## src/hdl/sbt_pkg.sv

```systemverilog
// Shared types and constants for the software breakpoint table.
// Used by sbt_ctrl, sbt_datapath and sw_breakpoint_table.
package sbt_pkg;

  localparam int NumEntriesDefault = 16;
  localparam int MaskW             = 16;
  localparam int AddrW             = 32;
  localparam int FuncW             = 3;
  localparam int StatusW           = 2;
  localparam int FailW             = 5;
  localparam int InDataW           = 48;  // bp_address + install_fail_mask
  localparam int OutDataW          = 8;   // status + fail_count, byte padded

  typedef enum logic [1:0] {
    ENTRY_EMPTY   = 2'd0,
    ENTRY_SET     = 2'd1,
    ENTRY_ACTIVE  = 2'd2,
    ENTRY_REMOVED = 2'd3
  } entry_state_e;

  typedef enum logic [StatusW-1:0] {
    STATUS_OK      = 2'd0,
    STATUS_EXISTS  = 2'd1,
    STATUS_FULL    = 2'd2,
    STATUS_MISSING = 2'd3
  } status_e;

  typedef enum logic [FuncW-1:0] {
    FUNC_SET        = 3'd0,
    FUNC_REMOVE     = 3'd1,
    FUNC_ACTIVATE   = 3'd2,
    FUNC_DEACTIVATE = 3'd3,
    FUNC_CLEAR      = 3'd4
  } func_e;

  typedef enum logic [1:0] {
    CTRL_IDLE,
    CTRL_SCAN,
    CTRL_FINISH
  } ctrl_state_e;

  typedef struct packed {
    logic start;   // latch request, clear scan trackers
    logic scan;    // walk the table
    logic commit;  // apply final write, load result register
  } sbt_cmd_t;

  typedef struct packed {
    logic scan_done;
    logic out_free;
  } sbt_stat_t;

endpackage

```

## src/hdl/sbt_ctrl.sv

```systemverilog
// Controller state machine for the software breakpoint table.
// Depends on sbt_pkg; drives sbt_datapath through sbt_cmd_t.
module sbt_ctrl
  import sbt_pkg::*;
(
  input  logic      clk_i,
  input  logic      rst_ni,
  input  logic      s_axis_tvalid,
  output logic      s_axis_tready,
  input  sbt_stat_t stat_i,
  output sbt_cmd_t  cmd_o
);

  ctrl_state_e state_q, state_d;

  always_ff @(posedge clk_i or negedge rst_ni) begin
    if (!rst_ni) begin
      state_q <= CTRL_IDLE;
    end else begin
      state_q <= state_d;
    end
  end

  always_comb begin
    state_d       = state_q;
    cmd_o         = '0;
    s_axis_tready = 1'b0;
    unique case (state_q)
      CTRL_IDLE: begin
        s_axis_tready = 1'b1;
        if (s_axis_tvalid) begin
          cmd_o.start = 1'b1;
          state_d     = CTRL_SCAN;
        end
      end
      CTRL_SCAN: begin
        cmd_o.scan = 1'b1;
        if (stat_i.scan_done) begin
          state_d = CTRL_FINISH;
        end
      end
      CTRL_FINISH: begin
        // hold until the result register can take the new response
        if (stat_i.out_free) begin
          cmd_o.commit = 1'b1;
          state_d      = CTRL_IDLE;
        end
      end
      default: state_d = CTRL_IDLE;
    endcase
  end

endmodule

```

## src/hdl/sbt_datapath.sv

```systemverilog
// Datapath of the software breakpoint table: entry states, address memory,
// scan pipeline, match trackers and result register. Depends on sbt_pkg.
module sbt_datapath
  import sbt_pkg::*;
#(
  parameter int NUM_ENTRIES = NumEntriesDefault
) (
  input  logic                clk_i,
  input  logic                rst_ni,
  input  sbt_cmd_t            cmd_i,
  output sbt_stat_t           stat_o,
  input  logic [FuncW-1:0]    func_i,
  input  logic [AddrW-1:0]    bp_address_i,
  input  logic [MaskW-1:0]    install_fail_mask_i,
  input  logic                m_axis_tready,
  output logic                m_axis_tvalid,
  output logic [OutDataW-1:0] m_axis_tdata
);

  localparam int IdxW = (NUM_ENTRIES > 1) ? $clog2(NUM_ENTRIES) : 1;
  localparam int CntW = $clog2(NUM_ENTRIES + 1);

  // entry table
  entry_state_e          entry_state_q [NUM_ENTRIES];
  logic [AddrW-1:0]      addr_mem [NUM_ENTRIES];

  // latched request
  logic [FuncW-1:0]      func_q;
  logic [AddrW-1:0]      addr_q;
  logic [MaskW-1:0]      mask_q;

  // scan pipeline
  logic [CntW-1:0]       cnt_q;
  logic                  pipe_vld_q;
  logic [IdxW-1:0]       cmp_idx_q;
  entry_state_e          cmp_state_q;
  logic [AddrW-1:0]      cmp_addr_q;
  logic                  issue;
  logic [IdxW-1:0]       rd_idx;

  // trackers
  logic                  found_set_q, found_rm_q, found_empty_q;
  logic [IdxW-1:0]       set_idx_q, rm_idx_q, empty_idx_q;
  logic [FailW-1:0]      fail_q;

  // state write port
  logic                  st_we;
  logic [IdxW-1:0]       st_widx;
  entry_state_e          st_wval;
  logic                  addr_we;

  // result
  logic                  out_valid_q;
  logic [StatusW-1:0]    out_status_q;
  logic [FailW-1:0]      out_fail_q;
  logic [StatusW-1:0]    res_status;
  logic [FailW-1:0]      res_fail;

  logic                  addr_hit;
  logic                  mask_bad;

  assign rd_idx = cnt_q[IdxW-1:0];
  assign issue  = cmd_i.scan && (cnt_q != CntW'(NUM_ENTRIES));

  assign addr_hit = (cmp_addr_q == addr_q);
  assign mask_bad = (32'(cmp_idx_q) < 32'(MaskW)) && mask_q[4'(cmp_idx_q)];

  always_ff @(posedge clk_i) begin
    if (cmd_i.start) begin
      func_q <= func_i;
      addr_q <= bp_address_i;
      mask_q <= install_fail_mask_i;
    end
  end

  always_ff @(posedge clk_i or negedge rst_ni) begin
    if (!rst_ni) begin
      cnt_q      <= '0;
      pipe_vld_q <= 1'b0;
    end else begin
      pipe_vld_q <= issue;
      if (cmd_i.start) begin
        cnt_q <= '0;
      end else if (issue) begin
        cnt_q <= cnt_q + CntW'(1);
      end
    end
  end

  // registered read of the addressed entry
  always_ff @(posedge clk_i) begin
    if (issue) begin
      cmp_idx_q   <= rd_idx;
      cmp_state_q <= entry_state_q[rd_idx];
      cmp_addr_q  <= addr_mem[rd_idx];
    end
  end

  always_ff @(posedge clk_i or negedge rst_ni) begin
    if (!rst_ni) begin
      found_set_q   <= 1'b0;
      found_rm_q    <= 1'b0;
      found_empty_q <= 1'b0;
      fail_q        <= '0;
    end else if (cmd_i.start) begin
      found_set_q   <= 1'b0;
      found_rm_q    <= 1'b0;
      found_empty_q <= 1'b0;
      fail_q        <= '0;
    end else if (pipe_vld_q) begin
      // keep the lowest matching index of each kind
      if (!found_set_q && cmp_state_q == ENTRY_SET && addr_hit) begin
        found_set_q <= 1'b1;
      end
      if (!found_rm_q && cmp_state_q == ENTRY_REMOVED && addr_hit) begin
        found_rm_q <= 1'b1;
      end
      if (!found_empty_q && cmp_state_q == ENTRY_EMPTY) begin
        found_empty_q <= 1'b1;
      end
      if (func_q == FUNC_ACTIVATE && cmp_state_q == ENTRY_SET && mask_bad) begin
        fail_q <= fail_q + FailW'(1);
      end
    end
  end

  always_ff @(posedge clk_i) begin
    if (pipe_vld_q) begin
      if (!found_set_q) set_idx_q <= cmp_idx_q;
      if (!found_rm_q) rm_idx_q <= cmp_idx_q;
      if (!found_empty_q) empty_idx_q <= cmp_idx_q;
    end
  end

  // state updates from the scan and from the final commit
  always_comb begin
    st_we      = 1'b0;
    st_widx    = cmp_idx_q;
    st_wval    = ENTRY_EMPTY;
    addr_we    = 1'b0;
    res_status = STATUS_OK;
    res_fail   = '0;
    if (pipe_vld_q) begin
      priority if (func_q == FUNC_ACTIVATE) begin
        if (cmp_state_q == ENTRY_SET && !mask_bad) begin
          st_we   = 1'b1;
          st_wval = ENTRY_ACTIVE;
        end
      end else if (func_q == FUNC_DEACTIVATE) begin
        if (cmp_state_q == ENTRY_ACTIVE) begin
          st_we   = 1'b1;
          st_wval = ENTRY_SET;
        end
      end else if (func_q == FUNC_CLEAR) begin
        st_we   = 1'b1;
        st_wval = ENTRY_EMPTY;
      end else begin
      end
    end
    priority if (func_q == FUNC_SET) begin
      priority if (found_set_q) begin
        res_status = STATUS_EXISTS;
      end else if (found_rm_q) begin
        st_we   = cmd_i.commit;
        addr_we = cmd_i.commit;
        st_widx = rm_idx_q;
        st_wval = ENTRY_SET;
      end else if (found_empty_q) begin
        st_we   = cmd_i.commit;
        addr_we = cmd_i.commit;
        st_widx = empty_idx_q;
        st_wval = ENTRY_SET;
      end else begin
        res_status = STATUS_FULL;
      end
    end else if (func_q == FUNC_REMOVE) begin
      if (found_set_q) begin
        st_we   = cmd_i.commit;
        st_widx = set_idx_q;
        st_wval = ENTRY_REMOVED;
      end else begin
        res_status = STATUS_MISSING;
      end
    end else if (func_q == FUNC_ACTIVATE) begin
      res_fail = fail_q;
    end else begin
    end
  end

  always_ff @(posedge clk_i or negedge rst_ni) begin
    if (!rst_ni) begin
      for (int i = 0; i < NUM_ENTRIES; i++) begin
        entry_state_q[i] <= ENTRY_EMPTY;
      end
    end else if (st_we) begin
      entry_state_q[st_widx] <= st_wval;
    end
  end

  always_ff @(posedge clk_i) begin
    if (addr_we) begin
      addr_mem[st_widx] <= addr_q;
    end
  end

  always_ff @(posedge clk_i or negedge rst_ni) begin
    if (!rst_ni) begin
      out_valid_q <= 1'b0;
    end else if (cmd_i.commit) begin
      out_valid_q <= 1'b1;
    end else if (m_axis_tready) begin
      out_valid_q <= 1'b0;
    end
  end

  always_ff @(posedge clk_i) begin
    if (cmd_i.commit) begin
      out_status_q <= res_status;
      out_fail_q   <= res_fail;
    end
  end

  assign stat_o.scan_done = (cnt_q == CntW'(NUM_ENTRIES)) && !pipe_vld_q;
  assign stat_o.out_free  = !out_valid_q || m_axis_tready;

  assign m_axis_tvalid = out_valid_q;
  assign m_axis_tdata  = {1'b0, out_fail_q, out_status_q};

  a_commit_free: assert property (@(posedge clk_i) disable iff (!rst_ni)
    cmd_i.commit |-> (!out_valid_q || m_axis_tready))
    else $error("result register overwritten while stalled");

  a_commit_valid: assert property (@(posedge clk_i) disable iff (!rst_ni)
    cmd_i.commit |=> out_valid_q)
    else $error("committed result not presented");

  a_fail_bound: assert property (@(posedge clk_i) disable iff (!rst_ni)
    fail_q <= FailW'(MaskW))
    else $error("failure count exceeds mask width");

endmodule

```

## src/hdl/sw_breakpoint_table.sv

```systemverilog
// Software breakpoint table, top level.
// Depends on sbt_pkg; instantiates sbt_ctrl and sbt_datapath.
//
// Usage: one request on the slave stream (s_axis_*) yields exactly one
// response on the master stream (m_axis_*). tuser carries the operation
// code; tdata carries the breakpoint address and the install-failure mask.
// The response tdata carries the status code and the activation failure
// count.
// Every request walks the whole table once through the entry read port,
// one entry per cycle; the next request is taken only after the response
// to the last one has been loaded into the output register.
// A finished response waits in the output register; if the receiver
// stalls, the next request is still accepted and scanned, then held until
// the register frees up. Reset marks every entry empty; stored addresses
// are not cleared, as they are only compared for set or removed entries.
module sw_breakpoint_table
  import sbt_pkg::*;
#(
  parameter int NUM_ENTRIES = NumEntriesDefault
) (
  input  logic                clk_i,
  input  logic                rst_ni,
  input  logic                s_axis_tvalid,
  output logic                s_axis_tready,
  input  logic [InDataW-1:0]  s_axis_tdata,   // [31:0] bp_address, [47:32] install_fail_mask
  input  logic [FuncW-1:0]    s_axis_tuser,   // [2:0] func
  output logic                m_axis_tvalid,
  input  logic                m_axis_tready,
  output logic [OutDataW-1:0] m_axis_tdata    // [1:0] status, [6:2] fail_count, [7] zero
);

  sbt_cmd_t  cmd;
  sbt_stat_t stat;

  sbt_ctrl u_ctrl (
    .clk_i         (clk_i),
    .rst_ni        (rst_ni),
    .s_axis_tvalid (s_axis_tvalid),
    .s_axis_tready (s_axis_tready),
    .stat_i        (stat),
    .cmd_o         (cmd)
  );

  sbt_datapath #(
    .NUM_ENTRIES (NUM_ENTRIES)
  ) u_datapath (
    .clk_i               (clk_i),
    .rst_ni              (rst_ni),
    .cmd_i               (cmd),
    .stat_o              (stat),
    .func_i              (s_axis_tuser),
    .bp_address_i        (s_axis_tdata[AddrW-1:0]),
    .install_fail_mask_i (s_axis_tdata[AddrW+MaskW-1:AddrW]),
    .m_axis_tready       (m_axis_tready),
    .m_axis_tvalid       (m_axis_tvalid),
    .m_axis_tdata        (m_axis_tdata)
  );

endmodule

```

## config.mk

```make
export PLATFORM = sky130hd
export DESIGN_NAME = sw_breakpoint_table
export DESIGN_NICKNAME = d
export VERILOG_FILES = /design/src/hdl/sbt_pkg.sv /design/src/hdl/sbt_ctrl.sv /design/src/hdl/sbt_datapath.sv /design/src/hdl/sw_breakpoint_table.sv
export SDC_FILE = /design/constraint.sdc
export NUM_CORES = 1
export LEC_CHECK = 0
export ABC_AREA = 1
export BUFFER_PORTS_ARGS = -buffer_cell sky130_fd_sc_hd__buf_2
export CAP_MARGIN = 15
export CORE_MARGIN = 2
export CORE_UTILIZATION = 35
export DETAILED_ROUTE_END_ITERATION = 6
export MAX_ROUTING_LAYER = met4
export SETUP_SLACK_MARGIN = 0.15
export SYNTH_ARGS = -nofsm -noshare
export SYNTH_HDL_FRONTEND = slang
export SYNTH_SLANG_ARGS = --single-unit
```

## constraint.sdc

```tcl
create_clock -name clk_i -period 4.81 [get_ports clk_i]
set_input_delay 0.481 -clock clk_i [delete_from_list [all_inputs] [get_ports clk_i]]
set_output_delay 0.481 -clock clk_i [all_outputs]
set_load 0.02 [all_outputs]
```

== Yosys cells after proc, flatten, opt, wreduce, memory -nomap -nowiden ==
Memories as Yosys holds them, arrays and structs flattened. A register that Yosys moved wholly into a read port is not among the register bits.
Cells that the tools add are included.
Storage, ports and cells
  input port bits: 55
  memories kept: 1
  register bits: 125
  word-level logic and storage cells: 170
  bits in writable memories: 512
Operators by class
  reduce and logical (&&, ||, !) cells: 35
  bitwise operators: 4
  eq/ne operators: 15
  add/subtract/negate cells: 2
  $lt $le $gt $ge: 4
  multiplexer cells: 75
Memory list
  u_datapath.addr_mem: words 16, width 32, rd ports 1, clocked after Yosys merged registers in 1, wr ports 1, RTL line sbt_datapath.sv:25  | logic [AddrW-1:0] addr_mem [NUM_ENTRIES];
Operator list (number)
  $mux 2: 21
  $mux 1: 38
  $bwmux 32: 1
  $eq 32x32->1: 1
  $mux 5: 5
  $mux 4: 6
  $reduce_bool 2->1: 7
  $logic_and 1x1->1: 11
  $add 5x1->5 const B: 2
  $ge 5x5->1 const B: 2
  $not 4->5: 2
  $reduce_and 2->1: 5
  $bmux 2 s4: 1
  $demux 2 s4: 1
  $eq 2x2->1 const B: 3
  $eq 3x2->1 const B: 2
  $logic_not 1->1: 6
  $ne 2x2->1 const B: 3
  $pmux 2 s3: 1
  $eq 5x5->1 const B: 1
  $lt 4x5->1 const B: 1
  $lt 5x1->1 const B: 1
  $ne 5x5->1 const B: 1
  $bmux 1 s4: 1
  other kinds (9): 12

== Logic depth before layout (Yosys ltp) ==
Gate-level depths: netlist (run 1).
  depth in word-level cells: 12
  gate-level depth with buffers: 14
  mapped depth without buffers: 13

== Cells and area by module ==
From an unflattened synthesis (run 1), not the netlist that was laid out.
Unflattened totals
  cell total of the unflattened synthesis: 2135
  area total of the unflattened synthesis: 26887.0 µm²
Modules (own cells, without submodules)
  sbt_datapath: cells each 2118, times used 1, sequential area each 19794.0 µm², area each 26774.4 µm²
  sbt_ctrl: cells each 17, times used 1, sequential area each 50.0 µm², area each 112.6 µm²

== Least setup slack after synthesis (run 1) ==
OpenSTA, ideal clock, no wires.
  path kind: register to register
  start: register u_datapath.cnt_q[0]
  end: register u_datapath.cnt_q[3]
  buffers on the path: 3
  data arrival time: 4.390 ns
  setup time: 0.072 ns
  cell stages (with the launch flop): 11
  slack: 0.349 ns
  path through: dfrtp_1 -> buf_2 -> inv_1 -> buf_2 -> clkbuf_1 -> ha_1 -> a31oi_1 -> inv_1 -> o21ai_0 -> nand2_1 -> nor2_1
Between the ends
  cells in the longest elaborated chain, start to end: 3
  elaborated cells on any way between the ends: 6
  classes of those cells: 1 x add/sub; 1 x eq/ne; 2 x mux; 2 x reduce/logical
Ends and longest elaborated chain
  start, declared: RTL line sbt_datapath.sv:33  | logic [CntW-1:0] cnt_q;
  start signal, assigned: RTL line sbt_datapath.sv:85  | cnt_q <= cnt_q + CntW'(1);
  $ne 5x5->1: RTL line sbt_datapath.sv:63  | assign issue = cmd_i.scan && (cnt_q != CntW'(NUM_ENTRIES));
  $logic_and 1x1->1: RTL line sbt_datapath.sv:63
  net u_datapath.issue: RTL line sbt_datapath.sv:38  | logic issue;
  $reduce_bool 2->1 (no source line)
The timed path passes the listed nets, and every way through them passes these cells. The select of a mux whose other input is x is not followed.
A chain may end at the register's enable or synchronous reset.

==> results.json, run 1 <==
{
  "die_h_um": 279,
  "drt-pass1-iter-count": 6,
  "pre_cts_slack_ps": 1700,
  "grt_pass1_vias": 16384,
  "routabilityCongestion": 0.805,
  "synth-simple-area-share": 0.122,
  "ff2ff_path_depth": 6,
  "setup.worst_path.end_class": "flip-flop",
  "holdPathStages": 1,
  "gr-total-overflow": 0,
  "relSlewSlack": 0.177,
  "r2r-end": "u_datapath.addr_mem[5][13]",
  "finalSetupViolations": 0,
  "path_clk_slew_ps": 60,
  "cp-startpoint": "u_ctrl.state_q[0]",
  "grt_max_degree": 258,
  "grt_usage": 0.165,
  "crit_fanout": 32,
  "drcViolationCount": 0,
  "postSynthAreaPerCell_um2": 12.6,
  "area_growth_pct": 15.3,
  "r2r-start": "u_ctrl.state_q[0]",
  "vias": 16627,
  "yosysUniqueCellTypes": 38,
  "ios": 65,
  "ant_nets": 0,
  "drt_first_iter_violations": 1569,
  "cp_data_arrival_time_ps": 3270,
  "cts_made_buffers": 72,
  "cellLeakagePower_nw": 10.5,
  "fp-row-count": 100,
  "via_per_inst": 5.22,
  "synth_top_family_by_area": "simple AND/OR/NAND/NOR gates",
  "cellPowerDensity_nw_per_um2": 561,
  "yosysTopAreaCell": "edfxtp_1",
  "wl_per_cell_um": 19.6,
  "yosys_register_bits": 669,
  "drt-total-wl_um": 62600,
  "die_area_um2": 78000,
  "hold-path-endpoint": "u_datapath.addr_q[4]",
  "final.setup.tns_ps": 0,
  "worstHoldStart": "s_axis_tdata[4]",
  "n_antenna_cell": 0,
  "vdd_drop_max_mv": 0.581,
  "cts_sinks": 669,
  "cts_tree": "built",
  "drv_cap": 0,
  "start_util": 0.355,
  "drive_above_1_share": 0.126,
  "path_class": "flip-flop to flip-flop",
  "period_share": 0.630,
  "post-dp-hpwl_um": 34400,
  "cp-start-kind": "flip-flop",
  "status": "complete, no violations",
  "clock_skew_ps": 22.0,
  "synth_compound_area_frac": 0.0944,
  "critPathRequiredTime_ps": 5050,
  "root_buffer": "clkbuf_16",
  "synth_nets": 2160,
  "synth-xor-area-share": 0.00594,
  "ctsResizeCount": 0,
  "grt_pass1_wl_um": 96000,
  "synth-seq-area-share": 0.748,
  "synth.top_cell.area_share": 0.702,
  "clkLatencyLatePin_ps": 630,
  "yosysWarnings": 0,
  "rsz0062_at_grt": "false",
  "netlist_instances": 2102,
  "nets": 2218,
  "synth-adder-area-share": 0.00141,
  "tightest_slew_ps": 1230,
  "drv_slew": 0,
  "finalHoldViolCount": 0,
  "holdCritPathClass": "primary input to flip-flop",
  "layout_commonest_cell": "edfxtp_1",
  "muxShareOfSynthArea": 0,
  "max_freq_ghz": 0.330,
  "core_area_um2": 74700,
  "portBuffers": 63,
  "netlist_top_cells_area": "edfxtp_1 70%, o21ai_0 5.5%, dfrtp_1 4.6%",
  "ff2ff_setup_slack_ps": 1780,
  "antenna_found_initial": 0,
  "cts.path.max_buffers": 3,
  "fin_crit_ps": 3030,
  "cts_setup_buffers": 0,
  "setup_ws_ps": 1780,
  "die_w_um": 279,
  "h-tree-depth": 3,
  "syn_area_um2": 26500,
  "final_cell_mix": "620 x edfxtp_1, 306 x nor2_1, 303 x nand2_1, 289 x o21ai_0, 138 x o22ai_1"
}
-- cells in the mapped netlist --
cell type,number
a211o_1,1
a211oi_1,3
a21oi_1,9
a31oi_1,2
buf_2,13
buf_4,3
buf_6,4
clkbuf_1,97
clkinv_1,1
conb_1,1
dfrtp_1,49
edfxtp_1,620
ha_1,3
inv_1,56
inv_2,9
nand2_1,303
nand2_2,6
nand2_4,7
nand3_1,63
nand3_2,1
nand3b_1,1
nand4_1,37
nor2_1,309
nor2_2,13
nor2_4,2
nor3_1,22
o2111a_1,1
o211ai_1,4
o21ai_0,289
o21ai_1,4
o21ai_2,3
o21bai_2,1
o22ai_1,138
o31ai_1,1
or2_0,4
or2_2,4
xnor2_1,7
xor2_1,11
-- flip-flops by register name, indices dropped and copies added, names as in the netlist, 5 cells and up --
name and cells:
u_datapath.mask_q 16, u_datapath.cnt_q 5, u_datapath.fail_q 5, u_datapath.addr_mem 512
u_datapath.addr_q 32, u_datapath.cmp_addr_q 32, u_datapath.out_fail_q 5, u_datapath.entry_state_q 32
-- stage by stage --
| step | total power [mW] | hold slack (ps) | cell area (um^2) | utilization | instances |
|---|---|---|---|---|---|
| 2_1_floorplan | 10.0 | 185 | 26500 | - | 2102 |
| 3_3_place_gp | 11.2 | 450 | 28000 | 0.374 | 3051 |
| 3_5_place_dp | 11.3 | 458 | 28000 | 0.374 | 3051 |
| 4_1_cts | 17.3 | 3.05 | 30500 | 0.409 | 3185 |
| 5_1_grt | 18.1 | 7.14 | 30600 | 0.410 | 3188 |
| 6_report | 17.2 | 32.9 | 30600 | 0.410 | 3188 |
-- how the worst max path moves through the flow --
stage                                 endpoint  depth (start not counted)
finish              u_datapath.addr_mem[5][13]                          6
global route        u_datapath.addr_mem[5][13]                          7
detailed placement  u_datapath.addr_mem[8][16]                          6
floorplan                  u_datapath.cnt_q[3]                         10
global placement    u_datapath.addr_mem[5][13]                          6
CTS                 u_datapath.addr_mem[8][29]                          6
-- final cells by class --
cell class                      instances  area (um^2)
Inverter                               66          255
Sequential cell                       669        19900
Timing Repair Buffer                  101          651
Fill cell                            6781        44100
Clock buffer                           88         1900
Clock inverter                         45          656
Multi-Input combinational cell       1250         6060
Tap cell                              969         1210
-- cell families (layout without fill, tap and decap cells) --
| logic type | after synthesis | after routing |
|---|---|---|
| simple gates | 772 | 772 |
| flops | 669 | 669 |
| compound gates | 456 | 456 |
| buf+inv | 183 | 300 |
| xor+xnor | 18 | 18 |
| fa+ha+maj | 3 | 3 |
| other cells | 1 | 1 |
-- repair_timing --
| item | 4_1_cts | 5_1_grt |
|---|---|---|
| endpoints found under the setup margin | 0 | 0 |
| hold buffers | 1 | 1 |
| endpoints found under the hold margin | 1 | 22 |
-- power by group --
group	switching (mW)	internal, mW	total, mW
Combinational	3.01	1.28	4.29
Sequential	0.244	6.72	6.96
Clock	2.31	3.61	5.92
Total	5.56	11.6	17.2
-- layer usage --
metal,up-vias,track usage,share of wire
met2,529,0.268,0.48
met5,-,-,0
met4,0,0.0491,0.024
met1,8249,0.211,0.43
met3,123,0.0291,0.061
li1,7726,-,-
-- worst max-delay path, cell delays in order (launching register included) --
cell	delay [ps]
dfrtp_1	400
nor2_1	110
inv_1	60
nor2_1	500
nand2_1	670
nor3_2	350
buf_4	520
(Power assumes the default switching activity.)
==> run 2, diff against run 1 <==
- ABC_AREA: 1 -> 0
- clock period: 4.81 -> 2.9 ns (I/O delays scaled with it)
==> results.json, run 2 <==
{
  "ant_nets": 0,
  "grt_usage": 0.156,
  "hold-path-endpoint": "u_datapath.addr_q[12]",
  "pre_cts_slack_ps": 56.8,
  "yosysWarnings": 0,
  "wl_per_cell_um": 23.7,
  "drive_above_1_share": 0.338,
  "die_h_um": 276,
  "finalHoldViolCount": 0,
  "relSlewSlack": 0.346,
  "synth_edf_count": 620,
  "netlist_instances": 1170,
  "ff2ff_setup_slack_ps": 190,
  "syn_area_um2": 26000,
  "intPower_mw": 19.7,
  "power_mw": 27.0,
  "ys_top_cells_by_count": "620 x edfxtp_1, 171 x mux4_2, 49 x dfrtp_1",
  "yosysUniqueCellTypes": 53,
  "synth_most_common_cell": "edfxtp_1",
  "p_clk_frac": 0.321,
  "clkLatencyLatePin_ps": 620,
  "vias": 12372,
  "cp_data_arrival_time_ps": 3000,
  "synth-seq-area-share": 0.764,
  "fin_util": 0.428,
  "start_util": 0.355,
  "cellLeakagePower_nw": 10.3,
  "regMostFlops": "u_datapath.addr_mem",
  "grt_max_degree": 42,
  "die_w_um": 276,
  "fill_cells": 6210,
  "combPwrFrac": 0.241,
  "netlist_top_cells_area": "edfxtp_1 72%, mux4_2 15%, dfrtp_1 4.7%",
  "cts_sinks": 669,
  "antenna_found_initial": 1,
  "swShare": 0.271,
  "async_flop_share": 0.0732,
  "slowest_delay_ps": 540,
  "fin_crit_ps": 2710,
  "postSynthAreaPerCell_um2": 22.2,
  "cts_made_buffers": 72,
  "nets": 1461,
  "path_clk_slew_ps": 60,
  "cts_tree": "built",
  "yosys_register_bits": 669,
  "holdCritPathClass": "primary input to flip-flop",
  "n_antenna_cell": 0,
  "largest_register_ffs": 512,
  "grt_pass1_wl_um": 86300,
  "post-dp-hpwl_um": 34000,
  "tightest_slew_ps": 981,
  "gr-total-overflow": 0,
  "root_buffer": "clkbuf_16",
  "drt_first_iter_violations": 1084,
  "synth.top_cell.area_share": 0.717,
  "path_cells": "or3_1, a21oi_1, a32oi_4, or2_2, nor2_4, buf_4",
  "grt_pass1_vias": 13105,
  "drv_slew": 0,
  "die_area_um2": 76400,
  "synth_nets": 1228,
  "ff2ff_path_depth": 6,
  "r2r-end": "u_datapath.addr_mem[4][26]",
  "cp-start-kind": "flip-flop",
  "p_sw_mw": 7.31,
  "h-tree-depth": 3,
  "drv_cap": 0,
  "holdWs_ps": 382,
  "path_class": "flip-flop to flip-flop",
  "seq_power_share": 0.438,
  "finalSetupViolations": 0,
  "crit_fanout": 12,
  "via_per_inst": 5.12,
  "area_growth_pct": 20.6,
  "portBuffers": 63,
  "holdPathStages": 2,
  "drcViolationCount": 0,
  "period_share": 0.933,
  "r2r-start": "u_datapath.func_q[1]",
  "core_area_um2": 73200,
  "critical-path-top-delay-family": "simple AND/OR/NAND/NOR gates",
  "worstHoldStart": "s_axis_tdata[12]",
  "max_freq_ghz": 0.370,
  "cp_num_buf_inv": 1,
  "yosysTopAreaCell": "edfxtp_1",
  "layout_commonest_cell": "edfxtp_1",
  "cts.path.max_buffers": 3,
  "setup_ws_ps": 195,
  "final_cell_mix": "620 x edfxtp_1, 171 x mux4_2, 72 x clkbuf_16, 63 x buf_2, 60 x buf_4",
  "ios": 65,
  "crit_slowest_cell": "edfxtp_1",
  "critPathRequiredTime_ps": 3190,
  "fp-row-count": 99,
  "cellPowerDensity_nw_per_um2": 862,
  "drt-pass1-iter-count": 5,
  "status": "complete, no violations",
  "setup.worst_path.end_class": "flip-flop",
  "vdd_drop_max_mv": 0.502,
  "drt-total-wl_um": 57400,
  "synthFlopType": "edfxtp_1",
  "clock_skew_ps": 24.0,
  "routabilityCongestion": 0.834,
  "rsz0062_at_grt": "false"
}
## run 2: changes by cell type after synthesis, sizes merged, moves of 44 or more
cell    previous run  this run
mux4               0       171
mux2               0        44
o22ai            138         2
inv               65         8
nor2             324        42
clkbuf            97        29
o21ai            296         5
nand2            316        16
nand3             64        11
## run 2: worst max-delay path by stage
| stage | from | to | slack, ps | cells past startpoint |
|---|---|---|---|---|
| finish | u_datapath.func_q[1] | u_datapath.addr_mem[4][26] | 190 | 6 |
| global route | u_datapath.func_q[1] | u_datapath.addr_mem[4][26] | 110 | 6 |
| CTS | u_datapath.func_q[0] | u_datapath.entry_state_q[20] | 220 | 6 |
| detailed placement | u_datapath.func_q[2] | u_datapath.entry_state_q[0] | 60 | 6 |
| global placement | u_datapath.func_q[2] | u_datapath.addr_mem[6][17] | 130 | 7 |
| floorplan | u_datapath.func_q[2] | u_datapath.addr_mem[2][0] | -90 | 7 |
## run 2: logic make-up (layout without fill, tap and decap cells)
family | after synthesis | in the layout | synth area share
muxes | 224 | 224 | 0.171
adders and majority gates | 3 | 3 | 0.00145
AOI/OAI and AO/OA | 37 | 37 | 0.0102
and+or+nand+nor | 137 | 137 | 0.0294
DFF | 669 | 669 | 0.764
xor gates and xnor gates | 39 | 39 | 0.0132
other | 1 | 1 | 0.000144
buffers and inverters | 60 | 347 | 0.0104
## run 2: routing by layer
| metal | up-vias | GRT usage | part of all wire |
|---|---|---|---|
| li1 | 5331 | - | - |
| met1 | 6626 | 0.201 | 0.43 |
| met2 | 328 | 0.254 | 0.51 |
| met3 | 87 | 0.0292 | 0.047 |
| met4 | 0 | 0.0404 | 0.021 |
| met5 | - | - | 0 |
## run 2: what timing repair did
item / CTS / global route
endpoints found under the setup margin: 101 / 362
buffers inserted: 0 / 8
hold endpoints to repair: 93 / 0
resized for setup: 2 / 9
hold buffers: 54 / 0
## run 2: power by group through the flow
stage,clock network [mW],logic [mW],registers [mW]
floorplan,0,4.75,11.7
global placement,0,6.43,12.0
detailed placement,0,6.46,12.0
CTS,8.87,6.56,11.8
global route,9.26,6.98,11.9
finish,8.67,6.50,11.8
## run 2: final cells by class
type | instances | area [um^2] | area share
Clock buffer | 89 | 1870 | 0.0596
Clock inverter | 39 | 362 | 0.0115
Inverter | 8 | 30.0 | 0.000959
Multi-Input combinational cell | 441 | 6030 | 0.192
Sequential cell | 669 | 19900 | 0.634
Tap cell | 959 | 1200 | 0.0383
Timing Repair Buffer | 211 | 1980 | 0.0632
## run 2: per-stage QoR
step / instances / TNS [ps] / cell area [um^2]
6_report: 2416 / 0 / 31300
5_1_grt: 2416 / 0 / 31300
4_1_cts: 2407 / 0 / 31200
3_5_place_dp: 2225 / 0 / 28400
3_3_place_gp: 2225 / 0 / 28400
2_1_floorplan: 1170 / -9820 / 26100
